<file path="src/ffnp_pkg.sv">
// ----------------------------------------------------------------------------
// Font file name parser package
// Shared types, character codes and helper functions.
// ----------------------------------------------------------------------------
`default_nettype none

package ffnp_pkg;

   localparam int NAME_CAP = 32;
   localparam int KEPT_W = $clog2(NAME_CAP);
   localparam logic [KEPT_W-1:0] KEEP_CAP = KEPT_W'(NAME_CAP - 1);

   localparam int HOLD_DEPTH = 3;
   localparam int HOLD_CNT_W = 2;

   localparam logic [7:0] CH_B    = 8'h62;
   localparam logic [7:0] CH_I    = 8'h69;
   localparam logic [7:0] CH_F    = 8'h66;
   localparam logic [7:0] CH_R    = 8'h72;
   localparam logic [7:0] CH_S    = 8'h73;
   localparam logic [7:0] CH_W    = 8'h77;
   localparam logic [7:0] CH_M    = 8'h6D;
   localparam logic [7:0] CH_D    = 8'h64;
   localparam logic [7:0] CH_DOT  = 8'h2E;

   typedef enum logic [2:0] {
      PH_FAMILY = 3'd0,
      PH_SIZE   = 3'd1,
      PH_FACE   = 3'd2,
      PH_SUFFIX = 3'd3,
      PH_FAILED = 3'd4
   } phase_type;

   typedef enum logic [1:0] {
      STATUS_PARSED    = 2'd0,
      STATUS_NO_SIZE   = 2'd1,
      STATUS_ZERO_SIZE = 2'd2
   } status_type;

   typedef struct packed {
      logic shadow;
      logic fixed_width;
      logic italic;
      logic bold;
   } flags_type;

   typedef struct packed {
      logic [7:0] char_code;
      logic       last_char;
   } req_type;

   typedef struct packed {
      logic [7:0]  name_char;
      logic        name_char_valid;
      logic        done_res;
      logic [15:0] point_size;
      logic [15:0] rotation;
      logic        bold;
      logic        italic;
      logic        fixed_width;
      logic        shadow;
      logic [7:0]  bad_char_count;
      status_type  status;
   } rsp_type;

   function automatic logic is_letter(input logic [7:0] c);
      return c inside {[8'h41:8'h5A], [8'h61:8'h7A]};
   endfunction

   function automatic logic is_digit(input logic [7:0] c);
      return c inside {[8'h30:8'h39]};
   endfunction

   function automatic logic [15:0] times_ten_plus(input logic [15:0] v, input logic [3:0] d);
      logic [19:0] sum;
      sum = {1'b0, v, 3'b000} + {3'b000, v, 1'b0} + {16'h0000, d};
      return (sum > 20'd65535) ? 16'hFFFF : sum[15:0];
   endfunction

endpackage

`default_nettype wire

</file>
<file path="src/font_file_name_parser.sv">
// ----------------------------------------------------------------------------
// Font file name parser
// A character item is accepted into the input register and its result is loaded into the result register.
// Throughput: one character item per cycle while results are taken; the parse state
// updates in one pass between the input register and the result register.
// Reset clears the parse state and empties both registers; the suffix holding
// registers are not cleared and are only read after being written.
// ----------------------------------------------------------------------------
`default_nettype none

module font_file_name_parser (
   input  wire logic        clock,
   input  wire logic        reset,
   input  wire logic        req_valid,
   output logic             req_ready,
   input  wire logic [7:0]  req_char_code,
   input  wire logic        req_last_char,
   output logic             rsp_valid,
   input  wire logic        rsp_ready,
   output logic [7:0]       rsp_name_char,
   output logic             rsp_name_char_valid,
   output logic             rsp_done_res,
   output logic [15:0]      rsp_point_size,
   output logic [15:0]      rsp_rotation,
   output logic             rsp_bold,
   output logic             rsp_italic,
   output logic             rsp_fixed_width,
   output logic             rsp_shadow,
   output logic [7:0]       rsp_bad_char_count,
   output logic [1:0]       rsp_status
);

   logic              item_valid;
   logic              take;
   ffnp_pkg::req_type item;
   ffnp_pkg::rsp_type result;

   ffnp_in_stage u_in_stage (
      .clock         (clock),
      .reset         (reset),
      .req_valid     (req_valid),
      .req_ready     (req_ready),
      .req_char_code (req_char_code),
      .req_last_char (req_last_char),
      .take          (take),
      .item_valid    (item_valid),
      .item          (item)
   );

   ffnp_parser u_parser (
      .clock  (clock),
      .reset  (reset),
      .take   (take),
      .item   (item),
      .result (result)
   );

   ffnp_out_stage u_out_stage (
      .clock               (clock),
      .reset               (reset),
      .in_valid            (item_valid),
      .result              (result),
      .take                (take),
      .rsp_valid           (rsp_valid),
      .rsp_ready           (rsp_ready),
      .rsp_name_char       (rsp_name_char),
      .rsp_name_char_valid (rsp_name_char_valid),
      .rsp_done_res        (rsp_done_res),
      .rsp_point_size      (rsp_point_size),
      .rsp_rotation        (rsp_rotation),
      .rsp_bold            (rsp_bold),
      .rsp_italic          (rsp_italic),
      .rsp_fixed_width     (rsp_fixed_width),
      .rsp_shadow          (rsp_shadow),
      .rsp_bad_char_count  (rsp_bad_char_count),
      .rsp_status          (rsp_status)
   );

   a_stall_only_when_full: assert property (@(posedge clock) disable iff (reset)
      item_valid && !take |-> rsp_valid && !rsp_ready)
      else $error("Held item stalled while the result register could load.");

   a_take_gives_result: assert property (@(posedge clock) disable iff (reset)
      take |=> rsp_valid)
      else $error("Item taken by the parser produced no result.");

   a_summary_only_when_done: assert property (@(posedge clock) disable iff (reset)
      rsp_valid && !rsp_done_res |->
         rsp_status == ffnp_pkg::STATUS_PARSED && rsp_point_size == 16'd0 &&
         rsp_rotation == 16'd0 && rsp_bad_char_count == 8'd0 &&
         !rsp_bold && !rsp_italic && !rsp_fixed_width && !rsp_shadow)
      else $error("Summary fields set on an item that is not the last.");

   a_failure_summary_empty: assert property (@(posedge clock) disable iff (reset)
      rsp_valid && rsp_done_res && rsp_status != ffnp_pkg::STATUS_PARSED |->
         rsp_point_size == 16'd0 && rsp_rotation == 16'd0 &&
         rsp_bad_char_count == 8'd0 &&
         !rsp_bold && !rsp_italic && !rsp_fixed_width && !rsp_shadow)
      else $error("Failure status carries nonzero summary fields.");

endmodule

`default_nettype wire

</file>
<file path="src/ffnp_in_stage.sv">
// ----------------------------------------------------------------------------
// Input register
// Captures one character item and holds it until the parser takes it.
// ----------------------------------------------------------------------------
`default_nettype none

module ffnp_in_stage (
   input  wire logic              clock,
   input  wire logic              reset,
   input  wire logic              req_valid,
   output logic                   req_ready,
   input  wire logic [7:0]        req_char_code,
   input  wire logic              req_last_char,
   input  wire logic              take,
   output logic                   item_valid,
   output ffnp_pkg::req_type      item
);

   logic              valid_ff;
   logic              valid_in;
   ffnp_pkg::req_type item_ff;

   assign req_ready  = !valid_ff || take;
   assign valid_in   = (req_valid && req_ready) || (valid_ff && !take);
   assign item_valid = valid_ff;
   assign item       = item_ff;

   always_ff @(posedge clock) begin
      if (reset) begin
         valid_ff <= 1'b0;
      end else begin
         valid_ff <= valid_in;
      end
   end

   always_ff @(posedge clock) begin
      if (req_valid && req_ready) begin
         item_ff.char_code <= req_char_code;
         item_ff.last_char <= req_last_char;
      end
   end

endmodule

`default_nettype wire

</file>
<file path="src/ffnp_parser.sv">
// ----------------------------------------------------------------------------
// Parser core
// Running parse state and the per-character next-state and result logic.
// ----------------------------------------------------------------------------
`default_nettype none

module ffnp_parser (
   input  wire logic              clock,
   input  wire logic              reset,
   input  wire logic              take,
   input  wire ffnp_pkg::req_type item,
   output ffnp_pkg::rsp_type      result
);

   ffnp_pkg::phase_type            phase_ff, phase_in;
   logic [ffnp_pkg::KEPT_W-1:0]    kept_ff, kept_in;
   logic [15:0]                    size_ff, size_in;
   logic [15:0]                    rot_ff, rot_in;
   logic                           inrot_ff, inrot_in;
   ffnp_pkg::flags_type            flags_ff, flags_in;
   logic [7:0]                     err_ff, err_in;
   logic [7:0]                     hold_ff [ffnp_pkg::HOLD_DEPTH];
   logic [7:0]                     hold_in [ffnp_pkg::HOLD_DEPTH];
   logic [ffnp_pkg::HOLD_CNT_W-1:0] hold_cnt_ff, hold_cnt_in;

   logic [7:0] c;
   assign c = item.char_code;

   always_comb begin
      logic       do_size;
      logic       do_face;
      logic       ok;
      logic       held_fixed;
      logic       held_bold;
      logic [1:0] held_err;
      logic       err_inc;
      logic [9:0] err_sum;

      phase_in    = phase_ff;
      kept_in     = kept_ff;
      size_in     = size_ff;
      rot_in      = rot_ff;
      inrot_in    = inrot_ff;
      flags_in    = flags_ff;
      err_in      = err_ff;
      hold_in     = hold_ff;
      hold_cnt_in = hold_cnt_ff;
      do_size     = 1'b0;
      do_face     = 1'b0;
      ok          = 1'b0;
      held_fixed  = 1'b0;
      held_bold   = 1'b0;
      held_err    = 2'd0;
      err_inc     = 1'b0;
      err_sum     = '0;

      case (phase_ff)
         ffnp_pkg::PH_FAMILY: begin
            if (ffnp_pkg::is_letter(c)) begin
               if (kept_ff < ffnp_pkg::KEEP_CAP) begin
                  kept_in = kept_ff + ffnp_pkg::KEPT_W'(1);
               end
            end else begin
               phase_in = ffnp_pkg::PH_SIZE;
               do_size  = 1'b1;
            end
         end
         ffnp_pkg::PH_SIZE: begin
            do_size = 1'b1;
         end
         ffnp_pkg::PH_FACE: begin
            do_face = 1'b1;
         end
         ffnp_pkg::PH_SUFFIX: begin
            case (hold_cnt_ff)
               2'd0: ok = (c == ffnp_pkg::CH_F);
               2'd1: ok = (hold_ff[0] == ffnp_pkg::CH_F) &&
                          ((c == ffnp_pkg::CH_W) || (c == ffnp_pkg::CH_D));
               2'd2: ok = (hold_ff[0] == ffnp_pkg::CH_F) &&
                          (((hold_ff[1] == ffnp_pkg::CH_W) && (c == ffnp_pkg::CH_M)) ||
                           ((hold_ff[1] == ffnp_pkg::CH_D) && (c == ffnp_pkg::CH_B)));
               default: ok = 1'b0;
            endcase
            if (ok && (hold_cnt_ff == 2'd2) && item.last_char) begin
               phase_in    = ffnp_pkg::PH_FACE;
               hold_cnt_in = '0;
            end else if (ok && !item.last_char) begin
               for (int i = 0; i < ffnp_pkg::HOLD_DEPTH; i++) begin
                  if (hold_cnt_ff == ffnp_pkg::HOLD_CNT_W'(i)) begin
                     hold_in[i] = c;
                  end
               end
               hold_cnt_in = hold_cnt_ff + 2'd1;
            end else begin
               // The held characters are replayed as ordinary face characters.
               phase_in    = ffnp_pkg::PH_FACE;
               hold_cnt_in = '0;
               held_fixed  = (hold_cnt_ff != 2'd0);
               held_err    = {1'b0, (hold_cnt_ff >= 2'd2)} +
                             {1'b0, (hold_cnt_ff == 2'd3) && (hold_ff[2] == ffnp_pkg::CH_M)};
               held_bold   = (hold_cnt_ff == 2'd3) && (hold_ff[2] == ffnp_pkg::CH_B);
               do_face     = 1'b1;
            end
         end
         ffnp_pkg::PH_FAILED: begin
         end
         default: begin
         end
      endcase

      if (do_size) begin
         if (ffnp_pkg::is_digit(c)) begin
            size_in = ffnp_pkg::times_ten_plus(size_ff, c[3:0]);
         end else if (size_ff == 16'd0) begin
            phase_in = ffnp_pkg::PH_FAILED;
         end else begin
            phase_in = ffnp_pkg::PH_FACE;
            do_face  = 1'b1;
         end
      end

      if (do_face) begin
         flags_in.fixed_width = flags_ff.fixed_width | held_fixed;
         flags_in.bold        = flags_ff.bold | held_bold;
         if (inrot_ff && ffnp_pkg::is_digit(c)) begin
            rot_in = ffnp_pkg::times_ten_plus(rot_ff, c[3:0]);
         end else begin
            inrot_in = 1'b0;
            case (c)
               ffnp_pkg::CH_B:   flags_in.bold        = 1'b1;
               ffnp_pkg::CH_I:   flags_in.italic      = 1'b1;
               ffnp_pkg::CH_F:   flags_in.fixed_width = 1'b1;
               ffnp_pkg::CH_S:   flags_in.shadow      = 1'b1;
               ffnp_pkg::CH_R:   inrot_in             = 1'b1;
               ffnp_pkg::CH_DOT: begin
                  phase_in    = ffnp_pkg::PH_SUFFIX;
                  hold_cnt_in = '0;
               end
               default:          err_inc              = 1'b1;
            endcase
         end
         err_sum = {2'b00, err_ff} + {8'h00, held_err} + {9'h000, err_inc};
         err_in  = (err_sum > 10'd255) ? 8'hFF : err_sum[7:0];
      end
   end

   always_comb begin
      result = '0;
      result.status = ffnp_pkg::STATUS_PARSED;
      if ((phase_ff == ffnp_pkg::PH_FAMILY) && ffnp_pkg::is_letter(c) &&
          (kept_ff < ffnp_pkg::KEEP_CAP)) begin
         result.name_char       = c;
         result.name_char_valid = 1'b1;
      end
      if (item.last_char) begin
         result.done_res = 1'b1;
         if (phase_in == ffnp_pkg::PH_FAMILY) begin
            result.status = ffnp_pkg::STATUS_NO_SIZE;
         end else if ((phase_in == ffnp_pkg::PH_FAILED) ||
                      ((phase_in == ffnp_pkg::PH_SIZE) && (size_in == 16'd0))) begin
            result.status     = ffnp_pkg::STATUS_ZERO_SIZE;
            result.point_size = size_in;
         end else begin
            result.point_size     = size_in;
            result.rotation       = rot_in;
            result.bold           = flags_in.bold;
            result.italic         = flags_in.italic;
            result.fixed_width    = flags_in.fixed_width;
            result.shadow         = flags_in.shadow;
            result.bad_char_count = err_in;
         end
      end
   end

   always_ff @(posedge clock) begin
      if (reset || (take && item.last_char)) begin
         phase_ff    <= ffnp_pkg::PH_FAMILY;
         kept_ff     <= '0;
         size_ff     <= '0;
         rot_ff      <= '0;
         inrot_ff    <= 1'b0;
         flags_ff    <= '0;
         err_ff      <= '0;
         hold_cnt_ff <= '0;
      end else if (take) begin
         phase_ff    <= phase_in;
         kept_ff     <= kept_in;
         size_ff     <= size_in;
         rot_ff      <= rot_in;
         inrot_ff    <= inrot_in;
         flags_ff    <= flags_in;
         err_ff      <= err_in;
         hold_cnt_ff <= hold_cnt_in;
      end
   end

   always_ff @(posedge clock) begin
      if (take) begin
         hold_ff <= hold_in;
      end
   end

endmodule

`default_nettype wire

</file>
<file path="src/ffnp_out_stage.sv">
// ----------------------------------------------------------------------------
// Result register
// Holds one result item until the consumer takes it.
// ----------------------------------------------------------------------------
`default_nettype none

module ffnp_out_stage (
   input  wire logic              clock,
   input  wire logic              reset,
   input  wire logic              in_valid,
   input  wire ffnp_pkg::rsp_type result,
   output logic                   take,
   output logic                   rsp_valid,
   input  wire logic              rsp_ready,
   output logic [7:0]             rsp_name_char,
   output logic                   rsp_name_char_valid,
   output logic                   rsp_done_res,
   output logic [15:0]            rsp_point_size,
   output logic [15:0]            rsp_rotation,
   output logic                   rsp_bold,
   output logic                   rsp_italic,
   output logic                   rsp_fixed_width,
   output logic                   rsp_shadow,
   output logic [7:0]             rsp_bad_char_count,
   output logic [1:0]             rsp_status
);

   logic              valid_ff;
   logic              valid_in;
   ffnp_pkg::rsp_type result_ff;

   assign take     = in_valid && (!valid_ff || rsp_ready);
   assign valid_in = take || (valid_ff && !rsp_ready);

   always_ff @(posedge clock) begin
      if (reset) begin
         valid_ff <= 1'b0;
      end else begin
         valid_ff <= valid_in;
      end
   end

   always_ff @(posedge clock) begin
      if (take) begin
         result_ff <= result;
      end
   end

   assign rsp_valid           = valid_ff;
   assign rsp_name_char       = result_ff.name_char;
   assign rsp_name_char_valid = result_ff.name_char_valid;
   assign rsp_done_res        = result_ff.done_res;
   assign rsp_point_size      = result_ff.point_size;
   assign rsp_rotation        = result_ff.rotation;
   assign rsp_bold            = result_ff.bold;
   assign rsp_italic          = result_ff.italic;
   assign rsp_fixed_width     = result_ff.fixed_width;
   assign rsp_shadow          = result_ff.shadow;
   assign rsp_bad_char_count  = result_ff.bad_char_count;
   assign rsp_status          = result_ff.status;

endmodule

`default_nettype wire

</file>
<file path="config.mk">
export PLATFORM = sky130hd
export DESIGN_NAME = font_file_name_parser
export DESIGN_NICKNAME = d
export VERILOG_FILES = /design/src/ffnp_pkg.sv /design/src/font_file_name_parser.sv /design/src/ffnp_in_stage.sv /design/src/ffnp_parser.sv /design/src/ffnp_out_stage.sv
export SDC_FILE = /design/constraint.sdc
export NUM_CORES = 1
export LEC_CHECK = 0
export BUFFER_PORTS_ARGS = -buffer_cell sky130_fd_sc_hd__buf_4
export CORE_MARGIN = 5
export CORE_UTILIZATION = 50
export CTS_CLUSTER_SIZE = 10
export DETAILED_ROUTE_END_ITERATION = 16
export PLACE_DENSITY = 0.73
export SYNTH_ARGS = -nofsm -noshare
export SYNTH_HDL_FRONTEND = slang
export SYNTH_HIERARCHICAL = 1
export SYNTH_SLANG_ARGS = --single-unit
</file>
<file path="constraint.sdc">
create_clock -name clock -period 4.1 [get_ports clock]
set_input_delay 0.82 -clock clock [delete_from_list [all_inputs] [get_ports clock]]
set_output_delay 0.82 -clock clock [all_outputs]
set_load 0.005 [all_outputs]
</file>
==> key figures, run 1 <==
Run status
  – Status: completed

Place
  – DP Area: 9520 µm²
  – DPL Wire Length: 14.7 mm
  – Pre-CTS WS: 128 ps
  – Gpl congestion: 0.893
  – Port-buffer cells: 70

Global routing
  – First-pass GRT wire length: 33.1 mm
  – Vias in the first global route: 6571
  – Initial antenna violation count: 0
  – GRT Total Usage: 0.206
  – Global route total overflow: 0
  – Largest net degree at the start of global routing: 42

Drt
  – Final WL: 20.8 mm
  – DR DRC count: 0
  – Avg WL per Cell: 17.7 µm
  – Final antenna-violating net count: 0
  – Via density per instance: 5.93
  – DR iter-0 viols: 694
  – DRT Pass-1 Iters: 5
  – Vias: 6984

Final layout
  – Number of diodes: 0
  – NumNets Final: 1028
  – Layout cells sized above 1: 0.221
  – Synth-to-layout area growth: 18.0%
  – Final instance area: 10200 µm²

Worst setup path
  – WP buf/inv: 1
  – Crit path max fanout: 14
  – FF-to-FF path depth: 12
  – Levels on crit path: 12
  – Crit Path Category: register to register
  – CP max stage delay: 550 ps
  – Worst path top cell family by delay: compound AO/OA/AOI/OAI gates
  – Data required, critical path: 4220 ps
  – Critical Path End Type: register
  – Crit-path cells: fa_1, fa_2, a211oi_4, o21bai_1, a21oi_1, xor2_1, nor2_1, a2111oi_4, o2111ai_4, o211ai_4, buf_12, a211oi_1
  – Reg2reg setup slack: 110 ps
  – Critical Path Start Type: register
  – Critical Path AT: 4110 ps
  – CP max stage cell: fa_1

Yosys
  – Synth Area per Inst: 10.1 µm²
  – Most frequent cells after synthesis: nor2_1 (97), edfxtp_1 (89), ha_1 (70)
  – Yosys reg bits: 146
  – Ys Warns: 6
  – Post-synth top area share: 0.310
  – Area contributors post-synth: edfxtp_1 (31%), dfxtp_1 (13%), ha_1 (10%)
  – Most frequent cell after synthesis: nor2_1
  – Post-synth EDFFs: 89
  – Sequential-to-total area share from yosys stat: 0.442
  – Post-synth top flop: edfxtp_1
  – Gate count of the mapped netlist: 854
  – Synthesized cell area: 8630 µm²
  – Synth area leader: edfxtp_1
  – Async SR Flop Fraction: 0
  – Synth Net Count: 943
  – Distinct cells, synth: 86

STA
  – Pins Over Slew Limit: 0
  – Slew @ Worst Pin: 1060 ps
  – Sum Neg Setup Slack: 0 ps
  – Final Hold Fails: 0
  – Final setup violating endpoints: 0
  – Final Critical Period: 3990 ps
  – Max Clock Freq: 0.251 GHz
  – Clock Skew: 8.82 ps
  – Tcrit/Tclk final: 0.973
  – Final WS setup: 111 ps
  – Worst rel slew slack: 0.291

Clock tree
  – CTS root buffer: clkbuf_16
  – Skew-Pair Late Insertion Delay: 430 ps
  – Clock transition at the registers of the reported paths: 60 ps
  – Clk buf depth: 2
  – Post-CTS Hold Fix Bufs: 0
  – CTS tree: done
  – Clk sinks: 146
  – Total CTS buffers: 17
  – CTS H-tree lvls: 4

Power
  – Peak VDD IR: 0.291 mV
  – Reg power frac: 0.463
  – Pint: 2.66 mW
  – PnR Total Power: 3.52 mW
  – Leakage: 4.08 nW
  – PwrDens: 346 nW/µm²
  – Psw: 861 µW
  – Sw Share: 0.245
  – Comb pwr share: 0.094
  – Clock Power Share: 0.444

Hold path
  – Min-Delay Path Class: register to register
  – Hold Crit Depth: 2

Run
  – Max-cap violation count: 0

Die
  – Initial cell density of the core: 0.504
  – Die Area: 20000 µm²
  – Ports: 71
  – Height of the die: 141 µm
  – # rows: 48
  – Area of the core: 17100 µm²
  – Die width: 141 µm
-- metal layers --
metal / share of wire / vias to the layer above / GRT usage
met5: 0 / - / 0
met4: 0.021 / 0 / 0.0778
met3: 0.072 / 40 / 0.0431
met2: 0.46 / 286 / 0.327
met1: 0.45 / 3302 / 0.279
li1: - / 3356 / -
-- state kept, by name, indices dropped and copies added, names as in the netlist, 2 cells and up --
signal,count
u_parser/hold_ff,24
u_out_stage/rsp_bad_char_count,8
u_parser/rot_ff,16
u_out_stage/rsp_point_size,16
u_parser/err_ff,8
u_parser/phase_ff,3
u_parser/kept_ff,5
u_in_stage/item,9
u_out_stage/rsp_status,2
u_parser/size_ff,16
u_out_stage/rsp_rotation,16
u_parser/flags_ff,4
u_parser/hold_cnt_ff,2
u_out_stage/rsp_name_char,8
-- worst register-to-register path, stage by stage, from the launching register on --
cell and delay, ps:
edfxtp_1 430, fa_1 560, fa_2 440, a211oi_4 300, o21bai_1 130, a21oi_1 200
xor2_1 330, nor2_1 120, a2111oi_4 380, o2111ai_4 190, o211ai_4 320, buf_12 200
a211oi_1 80
-- through the flow --
stage / hold WS [ps] / util / instances
after CTS: 475 / 0.590 / 1173
final: 475 / 0.595 / 1177
after detailed placement: 459 / 0.556 / 1141
after floorplan: 438 / - / 854
after global routing: 506 / 0.595 / 1177
after global placement: 449 / 0.556 / 1141
-- power by group through the flow --
stage	registers (mW)	clock network [mW]	logic, mW
after floorplan	1.66	0	0.181
after global placement	1.66	0	0.313
after detailed placement	1.66	0	0.315
after CTS	1.63	1.58	0.316
after global routing	1.63	1.64	0.355
final	1.63	1.56	0.329
-- cells by family (layout without fill, tap and decap cells) --
kind of cell / after synthesis / count (layout) / synth area share
AO/OA/AOI/OAI: 228 / 228 / 0.185
XOR/XNOR: 28 / 28 / 0.0284
adder cells (fa/ha/maj): 76 / 76 / 0.115
buffers and inverters: 64 / 162 / 0.0352
flip-flops: 146 / 146 / 0.442
multiplexers: 9 / 9 / 0.0104
other: 1 / 1 / 0.000435
AND/OR/NAND/NOR: 302 / 302 / 0.183
-- placed cells by master, fill, tap and decap left out, types with 12 or more instances in the layout --
cell,Yosys,layout
edfxtp_1,89,89
a21oi_1,58,57
ha_1,70,70
o21ai_0,56,56
nor2_2,15,16
dfxtp_1,57,57
xor2_1,17,16
nand3_1,20,20
nor3_1,26,25
clkbuf_16,0,18
and2_1,12,12
nor2_1,97,96
buf_4,5,106
a211oi_1,15,14
a31oi_1,18,18
inv_1,20,20
nand2_1,49,49
-- final timing paths --
path,from,end
max,u_in_stage/item[4],u_out_stage/rsp_rotation[1]
min reg2reg,u_parser/flags_ff[3],u_parser/flags_ff[3]
max reg2reg,u_in_stage/item[4],u_out_stage/rsp_rotation[1]
min,u_parser/flags_ff[3],u_parser/flags_ff[3]
-- final cells by class --
| type | instances | area (µm²) |
|---|---|---|
| sequential | 146 | 3810 |
| tap | 225 | 282 |
| clock inverter | 13 | 149 |
| inverter | 21 | 83.8 |
| timing repair buffer | 109 | 861 |
| fill | 1461 | 6930 |
| multi-input combinational | 644 | 4550 |
| clock buffer | 19 | 443 |
-- what timing repair did --
action | in CTS | in global routing
gates resized for setup | 0 | 5
setup buffers | 0 | 3
setup endpoints to repair | 0 | 35
Power figures use the tool's default switching activity.
==> run 2, diff against run 1 <==
--- a/config.mk
+++ b/config.mk
@@ -5,6 +5,7 @@
 export SDC_FILE = /design/constraint.sdc
 export NUM_CORES = 1
 export LEC_CHECK = 0
+export ABC_AREA = 1
 export BUFFER_PORTS_ARGS = -buffer_cell sky130_fd_sc_hd__buf_4
 export CORE_MARGIN = 5
 export CORE_UTILIZATION = 50
==> run 2 against run 1 <==
Effect of this change:
- power up 14%
- worst setup slack better by 120 ps
- design area up 2.2%
- fmax up 3.1%
- die area up 4.4%
- non-clock buffer count down 27
- clock power about the same
- sequential power up 5%
- largest cell class unchanged
- largest power group unchanged
==> key figures, run 2 <==
Yosys
  – Synth area leader: edfxtp_1 (unchanged)
  – Post-Synth XOR/XNOR Area: 0.0233 (was 0.0284)
  – Mux share of post-synthesis cell area: 0 (was 0.0104)
  – Gate count of the mapped netlist: 1147 (was 854)
  – Ys Warns: 6 (unchanged)
  – Post-Synth Simple-Gate Area: 0.257 (was 0.183)
  – Yosys reg bits: 146 (unchanged)
  – Sequential-to-total area share from yosys stat: 0.422 (was 0.442)
  – Area contributors post-synth: edfxtp_1 (30%), dfxtp_1 (13%), nand2_1 (10%) (was edfxtp_1 (31%), dfxtp_1 (13%), ha_1 (10%))
  – Area share of fa/ha/maj cells after synthesis: 0.110 (was 0.115)
  – Post-synth top area share: 0.296 (was 0.310)
  – Synth Net Count: 1236 (was 943)
  – Most frequent cells after synthesis: nand2_1 (252), inv_1 (157), nor2_1 (130) (was nor2_1 (97), edfxtp_1 (89), ha_1 (70))
  – Post-synth top flop: edfxtp_1 (unchanged)
  – Synthesized cell area: 9040 µm² (was 8630 µm²)
  – Largest family of logic cells by synthesized area: simple AND/OR/NAND/NOR gates (was compound AO/OA/AOI/OAI gates)
  – Synth Area per Inst: 7.88 µm² (was 10.1 µm²)
  – Most frequent cell after synthesis: nand2_1 (was nor2_1)
  – Post-synth EDFFs: 89 (unchanged)
  – Distinct cells, synth: 45 (was 86)
  – Compound-Gate Fraction of Synth Area: 0.0984 (was 0.185)
  – Async SR Flop Fraction: 0 (unchanged)

Worst setup path
  – Reg2reg setup slack: 230 ps (was 110 ps)
  – Crit-path cells: ha_1, ha_1, fa_1, nand3_1, nand3_2, nand2_1, nand2_2, nand2_1, nand2_1, nand2_1, nand2_1, nor2_4, nand3_1, nand2_1, nand2_1, nor2_1, nand3_2, o21ai_4, buf_12, nor2_1 (was fa_1, fa_2, a211oi_4, o21bai_1, a21oi_1, xor2_1, nor2_1, a2111oi_4, o2111ai_4, o211ai_4, buf_12, a211oi_1)
  – Data required, critical path: 4280 ps (was 4220 ps)
  – Setup crit end: u_out_stage/rsp_rotation[3] (was u_out_stage/rsp_rotation[1])
  – Critical path origin: u_in_stage/item[2] (was u_in_stage/item[4])
  – Crit path max fanout: 28 (was 14)
  – CP max stage delay: 550 ps (about the same)
  – Reg-to-reg endpoint: u_out_stage/rsp_rotation[3] (was u_out_stage/rsp_rotation[1])
  – FF-to-FF path depth: 20 (was 12)
  – Critical Path End Type: register (unchanged)
  – Critical Path AT: 4040 ps (was 4110 ps)
  – Critical Path Start Type: register (unchanged)
  – RR Startpoint: u_in_stage/item[2] (was u_in_stage/item[4])
  – CP most frequent cell: nand2_1
  – CP max stage cell: edfxtp_1 (was fa_1)
  – Crit Path Category: register to register (unchanged)

Global routing
  – Vias in the first global route: 7279 (was 6571)
  – Global route total overflow: 0 (unchanged)
  – First-pass GRT wire length: 35.5 mm (was 33.1 mm)
  – Initial antenna violation count: 0 (unchanged)
  – Largest net degree at the start of global routing: 97 (was 42)
  – GRT Total Usage: 0.213 (was 0.206)

Drt
  – Final antenna-violating net count: 0 (unchanged)
  – Via density per instance: 5.25 (was 5.93)
  – DR DRC count: 0 (unchanged)
  – DR iter-0 viols: 657 (was 694)
  – Final WL: 21.5 mm (was 20.8 mm)
  – Vias: 7661 (was 6984)
  – DRT Pass-1 Iters: 5 (unchanged)
  – Avg WL per Cell: 14.8 µm (was 17.7 µm)

Power
  – Peak VDD IR: 0.326 mV (was 0.291 mV)
  – Leakage: 4.97 nW (was 4.08 nW)
  – PwrDens: 386 nW/µm² (was 346 nW/µm²)

Final layout
  – Layout cells sized above 1: 0.128 (was 0.221)
  – Commonest non-fill, non-tap cell in the layout: nand2_1 (was buf_4)
  – Finished Core Util: 0.581 (was 0.595)
  – Fin cells: 1458 (was 1177)
  – Number of diodes: 0 (unchanged)
  – Max reg flops: 24 (unchanged)
  – NumNets Final: 1305 (was 1028)
  – Top reg by flops: u_parser/hold_ff (unchanged)
  – Synth-to-layout area growth: 15.1% (was 18.0%)
  – Most frequent cells in the layout: nand2_1 (252), inv_1 (157), nor2_1 (128) (was buf_4 (106), nor2_1 (96), edfxtp_1 (89))

STA
  – Final setup violating endpoints: 0 (unchanged)
  – Final WS setup: 233 ps (was 111 ps)
  – Max Clock Freq: 0.259 GHz (was 0.251 GHz)
  – Pins Over Slew Limit: 0 (unchanged)
  – Slew @ Worst Pin: 1110 ps (was 1060 ps)
  – Tcrit/Tclk final: 0.943 (was 0.973)
  – Worst rel slew slack: 0.255 (was 0.291)
  – Clock Skew: 9.20 ps (was 8.82 ps)
  – Min Hold Slack: 454 ps (was 475 ps)
  – RSZ-0062 raised after global routing: false
  – Sum Neg Setup Slack: 0 ps (unchanged)
  – Final Critical Period: 3870 ps (was 3990 ps)
  – Final Hold Fails: 0 (unchanged)

Clock tree
  – CTS H-tree lvls: 4 (unchanged)
  – Clock transition at the registers of the reported paths: 60 ps (about the same)
  – Total CTS buffers: 17 (unchanged)
  – Clk sinks: 146 (unchanged)
  – CTS root buffer: clkbuf_16 (unchanged)
  – Clk buf depth: 2 (unchanged)
  – CTS tree: done (unchanged)
  – Post-CTS Hold Fix Bufs: 0 (unchanged)
  – Skew-Pair Late Insertion Delay: 430 ps (about the same)
  – Post-CTS setup buffer count: 0 (unchanged)
  – Post_cts resized: 0 (unchanged)

Place
  – Pre-CTS WS: 286 ps (was 128 ps)
  – Post-Place Cells: 1426 (was 1141)
  – DPL Wire Length: 15.7 mm (was 14.7 mm)
  – Port-buffer cells: 70 (unchanged)
  – Gpl congestion: 0.924 (was 0.893)

Hold path
  – Hold path startpoint: u_parser/kept_ff[4] (was u_parser/flags_ff[3])
  – Min-Delay Path Class: register to register (unchanged)

Die
  – Die width: 144 µm (was 141 µm)
  – Initial cell density of the core: 0.505 (was 0.504)
  – Height of the die: 144 µm (was 141 µm)
  – Die Area: 20900 µm² (was 20000 µm²)
  – Ports: 71 (unchanged)
  – # rows: 49 (was 48)
  – Area of the core: 17900 µm² (was 17100 µm²)

Run
  – Max-cap violation count: 0 (unchanged)

Run status
  – Status: completed (unchanged)
run 2: cell count changes in the layout (fill, tap and decap cells not counted), moves of 13 or more:
cell,previous run,this run
a211oi_1,14,1
a21oi_1,57,75
a31oi_1,18,2
buf_4,106,81
inv_1,20,157
nand2_1,49,252
nand2_2,0,13
nand3_1,20,79
nor2_1,96,128
o21ai_0,56,77
run 2: critical path, delay by kind of cell, from the launching register on:
family | cells | cell delay, ps
buffers and inverters | 1 | 200
adders and majority gates | 3 | 980
AOI/OAI and AO/OA | 1 | 170
and+or+nand+nor | 15 | 1690
DFF | 1 | 550
run 2: where the power goes:
group,total [mW],leakage [nW],internal [mW],switching [mW]
clock network,1.57,0.288,0.932,0.637
registers,1.71,1.32,1.65,0.0621
logic,0.736,3.37,0.264,0.472
total,4.01,4.97,2.84,1.17
run 2: final cells by class:
| class | instances | area (µm²) |
|---|---|---|
| clock buffer | 20 | 489 |
| inverter | 167 | 627 |
| clock inverter | 12 | 118 |
| sequential | 146 | 3810 |
| multi-input combinational | 802 | 4440 |
| fill | 1630 | 7500 |
| tap | 229 | 287 |
| timing repair buffer | 82 | 628 |
run 2: metal layers:
layer  wire, µm  GRT usage
met5          0          0
met1       9980      0.283
met2      10200      0.350
met4        443     0.0717
met3        912     0.0403
run 2: logic make-up (layout without fill, tap and decap cells):
family / Yosys count / count (layout)
other: 1 / 1
adders and majority gates: 76 / 76
buffers and inverters: 199 / 281
DFF: 146 / 146
AOI/OAI and AO/OA: 168 / 168
xor gates and xnor gates: 24 / 24
and+or+nand+nor: 533 / 533
run 2: stage by stage:
stage	total power [mW]	instance area [µm²]
floorplan	2.24	9050
global placement	2.45	9800
detailed placement	2.46	9800
CTS	4.04	10400
global route	4.21	10400
finish	4.01	10400
run 2: worst min path at each step:
stage | cells past startpoint | endpoint | slack, ps
global placement | 1 | u_parser/kept_ff[4] | 430
detailed placement | 1 | u_parser/kept_ff[4] | 440
floorplan | 1 | u_parser/kept_ff[4] | 420
CTS | 1 | u_parser/kept_ff[4] | 450
finish | 1 | u_parser/kept_ff[4] | 450
global route | 1 | u_parser/kept_ff[4] | 490
